[src/lpmt_pkg.sv]
package lpmt_pkg;

  // field widths fixed by the stream format
  localparam int unsigned ADDR_FIELD_W = 32;
  localparam int unsigned BC_W         = 6;
  localparam int unsigned RTR_W        = 16;
  localparam int unsigned ML_W         = 6;
  localparam int unsigned ST_W         = 2;
  localparam int unsigned S_TDATA_W    = 56;
  localparam int unsigned M_TDATA_W    = 24;

  // request kinds
  localparam logic REQ_INSERT = 1'b0;
  localparam logic REQ_LOOKUP = 1'b1;

  // result status
  localparam logic [ST_W-1:0] ST_HIT  = 2'd0;
  localparam logic [ST_W-1:0] ST_MISS = 2'd1;
  localparam logic [ST_W-1:0] ST_DONE = 2'd2;
  localparam logic [ST_W-1:0] ST_FULL = 2'd3;

  // control that travels with a word down the chain
  typedef struct packed {
    logic vld;
    logic lookup;
    logic hit;     // lookup: a match was found; insert: the route has been stored
  } lpmt_ctl_t;

endpackage

[src/lpmt_cell.sv]
module lpmt_cell #(
  parameter int unsigned ADDR_BITS = 32,
  parameter int unsigned LEN_W     = 6
) (
  input  logic                          clk,
  input  logic                          rst,
  input  logic                          adv,
  input  lpmt_pkg::lpmt_ctl_t           in_ctl,
  input  logic [ADDR_BITS-1:0]          in_key,
  input  logic [ADDR_BITS-1:0]          in_mask,
  input  logic [LEN_W-1:0]              in_len,
  input  logic [lpmt_pkg::RTR_W-1:0]    in_rtr,
  input  logic [LEN_W-1:0]              in_best,
  output lpmt_pkg::lpmt_ctl_t           out_ctl,
  output logic [ADDR_BITS-1:0]          out_key,
  output logic [ADDR_BITS-1:0]          out_mask,
  output logic [LEN_W-1:0]              out_len,
  output logic [lpmt_pkg::RTR_W-1:0]    out_rtr,
  output logic [LEN_W-1:0]              out_best,
  output logic                          occupied
);
  import lpmt_pkg::*;

  logic                 ent_valid;
  logic [ADDR_BITS-1:0] ent_prefix;
  logic [ADDR_BITS-1:0] ent_mask;
  logic [LEN_W-1:0]     ent_len;
  logic [RTR_W-1:0]     ent_router;

  logic                 match_ins;
  logic                 match_lkp;
  logic                 wr_new;
  logic                 wr_rtr;
  lpmt_ctl_t            ctl_next;
  logic [RTR_W-1:0]     rtr_next;
  logic [LEN_W-1:0]     best_next;

  assign match_ins = ent_valid && (ent_len == in_len) && (ent_prefix == in_key);
  // key is already cut to the word's own length, so cutting again to ours is enough
  assign match_lkp = ent_valid && (ent_len <= in_len) &&
                     ((in_key & ent_mask) == ent_prefix) &&
                     (!in_ctl.hit || (ent_len > in_best));

  always_comb begin
    ctl_next  = in_ctl;
    rtr_next  = in_rtr;
    best_next = in_best;
    wr_new    = 1'b0;
    wr_rtr    = 1'b0;
    if (in_ctl.vld) begin
      if (in_ctl.lookup) begin
        if (match_lkp) begin
          ctl_next.hit = 1'b1;
          rtr_next     = ent_router;
          best_next    = ent_len;
        end
      end else if (!in_ctl.hit) begin
        // entries fill from cell 0 up, so the first free cell ends the search
        if (match_ins) begin
          wr_rtr       = 1'b1;
          ctl_next.hit = 1'b1;
        end else if (!ent_valid) begin
          wr_new       = 1'b1;
          ctl_next.hit = 1'b1;
        end
      end
    end
  end

  always_ff @(posedge clk) begin
    if (rst) begin
      ent_valid <= 1'b0;
      out_ctl   <= '0;
    end else if (adv) begin
      out_ctl <= ctl_next;
      if (wr_new) begin
        ent_valid <= 1'b1;
      end
    end
  end

  always_ff @(posedge clk) begin
    if (adv) begin
      out_key  <= in_key;
      out_mask <= in_mask;
      out_len  <= in_len;
      out_rtr  <= rtr_next;
      out_best <= best_next;
      if (wr_new) begin
        ent_prefix <= in_key;
        ent_mask   <= in_mask;
        ent_len    <= in_len;
        ent_router <= in_rtr;
      end else if (wr_rtr) begin
        ent_router <= in_rtr;
      end
    end
  end

  assign occupied = ent_valid;

endmodule

[config.mk]
export PLATFORM = sky130hd
export DESIGN_NAME = lpmt_cell
export DESIGN_NICKNAME = d
export VERILOG_FILES = /design/src/lpmt_pkg.sv /design/src/lpmt_cell.sv
export SDC_FILE = /design/constraint.sdc
export NUM_CORES = 1
export LEC_CHECK = 0
export BUFFER_PORTS_ARGS = -buffer_cell sky130_fd_sc_hd__buf_2
export CAP_MARGIN = 20
export CORE_MARGIN = 10
export CORE_UTILIZATION = 54
export CTS_BUF_LIST = sky130_fd_sc_hd__clkbuf_8
export CTS_CLUSTER_DIAMETER = 40
export DETAILED_ROUTE_END_ITERATION = 6
export GPL_TIMING_DRIVEN = 0
export PLACE_DENSITY = 0.82
export SETUP_SLACK_MARGIN = 0.05
export SYNTH_ARGS = -nofsm -noshare
export SYNTH_HDL_FRONTEND = slang
export SYNTH_SLANG_ARGS = --single-unit
[constraint.sdc]
create_clock -name clk -period 5.85 [get_ports clk]
set_input_delay 0.585 -clock clk [delete_from_list [all_inputs] [get_ports clk]]
set_output_delay 0.585 -clock clk [all_outputs]
set_load 0.02 [all_outputs]
# Word-level counts from Yosys, hierarchy flattened

Cells that the tools add are included.

Flip-flop bits (word level): 182
Input bits: 98
Output and inout port bits: 96
Logic and storage cells: 51

Order comparisons: 2
Equal/unequal tests: 3
Multiplexer cells: 22
Bitwise operators: 1
Reductions and logical operators: 10

Operators with widths:

| cell                          | number |
|---|---|
| two-way mux 16 bit            | 5 |
| == test 32 bit                | 2 |
| AND 32 bit                    | 1 |
| two-way mux 6 bit             | 3 |
| two-way mux 1 bit             | 14 |
| == test 6 bit                 | 1 |
| greater-than comparator 6 bit | 1 |
| <= comparator 6 bit           | 1 |
| logical AND 1 bit             | 5 |
| AND reduction 2 bit           | 2 |
| nonzero test 2 bit            | 1 |
| zero test 1 bit               | 1 |
| logical OR 1 bit              | 1 |

# Depth between registers and ports, before layout

Depth in word-level cells: 9
Depth in mapped cells: 9
Gate-level depth less buffers: 8

# Worst setup path after synthesis

No wires, ideal clock.

Path kind: input to register
Start point: input adv
End point: register ent_len[0], enable pin
Library setup time: 0.498 ns
Data arrival time: 3.767 ns
Required time: 5.352 ns
Setup slack: 1.585 ns
Cell stages on the path: 3
Path through: nor2b_1 nand2_1 nor2_1

Longest elaborated chain between the ends: 1

RTL lines:

| what                          | RTL line        | source |
|---|---|---|
| start: declaration            | lpmt_cell.sv:7  | `input logic adv,` |
| AND reduction 2 bit (no line) | n/a             |  |
| end signal: assignment        | lpmt_cell.sv:92 | `ent_len <= in_len;` |
| end: declaration              | lpmt_cell.sv:27 | `logic [LEN_W-1:0] ent_len;` |

Every way passes these cells.
A chain may end at the register's enable or synchronous reset.

# Final worst setup path

Start point: register ent_mask[21]
End point: register out_rtr[2] in the netlist's numbering (data pin)

Longest elaborated chain between the ends: 7

RTL lines:

| what                     | RTL line        | source |
|---|---|---|
| start: declaration       | lpmt_cell.sv:26 | `logic [ADDR_BITS-1:0] ent_mask;` |
| start signal: assignment | lpmt_cell.sv:91 | `ent_mask <= in_mask;` |
| AND 32 bit               | lpmt_cell.sv:41 | `((in_key & ent_mask) == ent_prefix) &&` |
| == test 32 bit           | lpmt_cell.sv:41 |  |
| logical AND 1 bit        | lpmt_cell.sv:40 | `assign match_lkp = ent_valid && (ent_len <= in_len) &&` |
| logical AND 1 bit        | lpmt_cell.sv:41 |  |
| two-way mux 16 bit       | lpmt_cell.sv:52 | `if (match_lkp) begin` |
| two-way mux 16 bit       | lpmt_cell.sv:51 | `if (in_ctl.lookup) begin` |
| two-way mux 16 bit       | lpmt_cell.sv:50 | `if (in_ctl.vld) begin` |
| via rtr_next[2]          | lpmt_cell.sv:35 | `logic [RTR_W-1:0] rtr_next;` |
| end signal: assignment   | lpmt_cell.sv:87 | `out_rtr <= rtr_next;` |
| end: declaration         | lpmt_cell.sv:18 | `output logic [lpmt_pkg::RTR_W-1:0] out_rtr,` |

The timed path passes the listed nets, and every way through them passes these cells.

==> flow_summary.ini <==
[outcome]
status = complete, no violations

[cts]
cts_sinks = 182
clk_pin_slew_ps = 90
cts.hold.buffers_added = 0
clock_path_buffers = 2
root_buffer = clkbuf_8
cts_made_buffers = 17
htree_num_levels = 4
cts_setup_buffers = 0
cts_tree = built
worstSkewPairLatency_ps = 460
post_cts_resized = 0

[global_routing]
grt_usage_pct = 18.2
grt_max_degree = 54
antenna_found_initial = 2
grt-ovfl-total = 0
grt_pass1_wl_mm = 25.4
grt_pass1_vias = 4559

[placement]
dp.cells = 772
io_buffers = 193
gp_congestion = 0.813
dp_hpwl_mm = 12.8

[floorplan]
io_pins = 194
dieHeight_um = 135
core_area_um2 = 12800
start_util_pct = 55.6
die_w_um = 135
dieArea_um2 = 18100
rows = 41

[synthesis]
yosysTopAreaCellShare_pct = 75.3
netlist_area_um2 = 7100
yosysTopAreaCell = edfxtp_1
synth_common_cells = edfxtp_1 (178), inv_1 (26), mux2_4 (19)
syn_inst = 403
syn-num-nets = 513
syn_area_per_cell_um2 = 17.6
ys_warn_count = 0
synth_edf_count = 178
synth_ff_type = edfxtp_1
yosysSeqAreaShare_pct = 76.4
synthArstFlopShare_pct = 0
synthDistinctLibCells = 46
yosysMostFrequentCell = edfxtp_1
ys_seq_elements = 182
synthTopCellsByArea = edfxtp_1 (75%), mux2_4 (4.0%), ha_1 (2.1%)

[route]
ant_nets = 0
wl_per_cell_um = 20.1
via_per_inst = 5.26
wirelength_mm = 16.2
drtPass1Iterations = 5
drtIter0Drc = 230
drc_errors = 0
num_vias = 4240

[sta]
holdWs_ps = 311
setup_viol_count_final = 0
fin_setup_tns_ps = 0
hold_viol = 0
min_period_ps = 3250
maxSlewViolCount = 0
grt_setup_unrepaired = false
period_share_pct = 55.6
worstMarginPinSlew_ps = 792
relSlewSlack_pct = 45.8
fin_skew_ps = 8.39
max_freq_mhz = 308

[critical_path]
critPathRequiredTime_ps = 6060
critical_path_class = reg2reg
critical_path_buf_inv_count = 1
cp_max_fo = 10
cp.arrival_ps = 3470
r2r-end = out_rtr[2]$_DFFE_PP_
cp-start-kind = flip-flop
rr_worst_depth = 7
reg2reg_slack_ps = 2600
slowest_stage = a2111oi_0
endpoint_kind = flip-flop
crit-reg2reg-launch = ent_mask[21]$_DFFE_PP_
critical_path.cell_chain = and3b_1 > a2111oi_0 > nand4_1 > or4_4 > nor4_4 > buf_6 > mux2_4
cpPeakStageDelay_ps = 690
critical_path.top_delay_family = simple AND/OR/NAND/NOR gates

[power_and_ir_drop]
total_power_mw = 2.62
leakagePower_nw = 3.46
peakVddDrop_uv = 207
power-per-cell-area_nw_per_um2 = 299

[hold_path]
hold_depth = 1
hp-start = in_mask[13]
min_to = ent_mask[13]$_DFFE_PP_
hold_path.class = in2reg

[layout]
nets = 729
fin_cells = 806
final_util_pct = 68.7
area_growth_pct = 23.6
drive_gt1_share_pct = 41.0

[job]
cap_violations = 0
## cell usage in the layout, fill, tap and decap left out, drive strengths merged, types with 2 or more instances in the layout
cell type	instances
mux2i	2
dfxtp	4
clkbuf	17
and3b	6
nand4	9
a21boi	6
edfxtp	178
nand2	17
bufinv	2
nor2	10
a221oi	2
nor4	5
clkinv	5
or4	5
o21ai	2
diode	2
nand3b	3
a2111oi	5
buf	199
a2bb2oi	2
o22ai	10
clkinvlp	3
mux2	22
o221ai	2
xor2	12
a21o	3
nor2b	17
ha	12
inv	35
a21oi	5
nand2b	2
xnor2	14
nand3	4
## layer usage
metal  global-route usage [%]  up-vias  share of wire [%]
met1                     21.4     2057                 40
met2                     29.4      170                 49
met5                        0        -              0.080
met4                     5.14        2               0.75
met3                     8.57       13                9.8
li1                         -     1998                  -
## state kept, by name, summed over array words and instances (netlist names)
signal      flops
ent_len         6
out_best        6
occupied        1
out_ctl         3
out_len         6
ent_prefix     32
ent_router     16
out_rtr        16
out_key        32
out_mask       32
ent_mask       32
## per-stage QoR
stage	worst slack, ps	cell area [µm²]
global route	2480	8770
floorplan	1590	7100
detailed placement	2270	8370
CTS	2600	8770
global placement	-1360	8280
finish	2600	8780
## power by group
part	switching (mW)	leakage [nW]	internal, mW	total (mW)
registers	0.0183	1.71	1.50	1.52
clock network	0.455	0.195	0.390	0.845
logic	0.165	1.55	0.0933	0.258
total	0.638	3.46	1.98	2.62
## how the worst max path moves through the flow
| stage | from | endpoint | slack (ps) | depth (start not counted) |
|---|---|---|---|---|
| after CTS | ent_mask[21]$_DFFE_PP_ | out_rtr[6]$_DFFE_PP_ | 2600 | 7 |
| after global placement | adv | ent_mask[9]$_DFFE_PP_ | -1360 | 4 |
| final | ent_mask[21]$_DFFE_PP_ | out_rtr[2]$_DFFE_PP_ | 2600 | 7 |
| after global routing | ent_mask[24]$_DFFE_PP_ | out_best[4]$_DFFE_PP_ | 2480 | 7 |
| after floorplan | adv | ent_len[0]$_DFFE_PP_ | 1590 | 3 |
| after detailed placement | in_key[25] | out_rtr[2]$_DFFE_PP_ | 2270 | 8 |
## cell type report
cell class              instances  area, µm²
plain buffers                   2       22.5
well taps                     172        215
clock buffers                  17        234
flip-flops and latches        182       5430
multi-input cells             189       1550
inverters                      30        113
clock inverters                15        170
diodes                          2       5.00
fillers                       875       4000
repair buffers                197       1040
## cell families (layout without fill, tap and decap cells)
kind of cell	count (synthesis)	count (layout)	synth area share, %
DFF	182	182	76.4
and+or+nand+nor	82	82	6.91
AOI/OAI and AO/OA	45	45	4.69
buffers and inverters	32	261	1.90
xor gates and xnor gates	26	26	3.21
muxes	24	24	4.78
adders and majority gates	12	12	2.11
other	0	2	0
(Power assumes the default switching activity.)
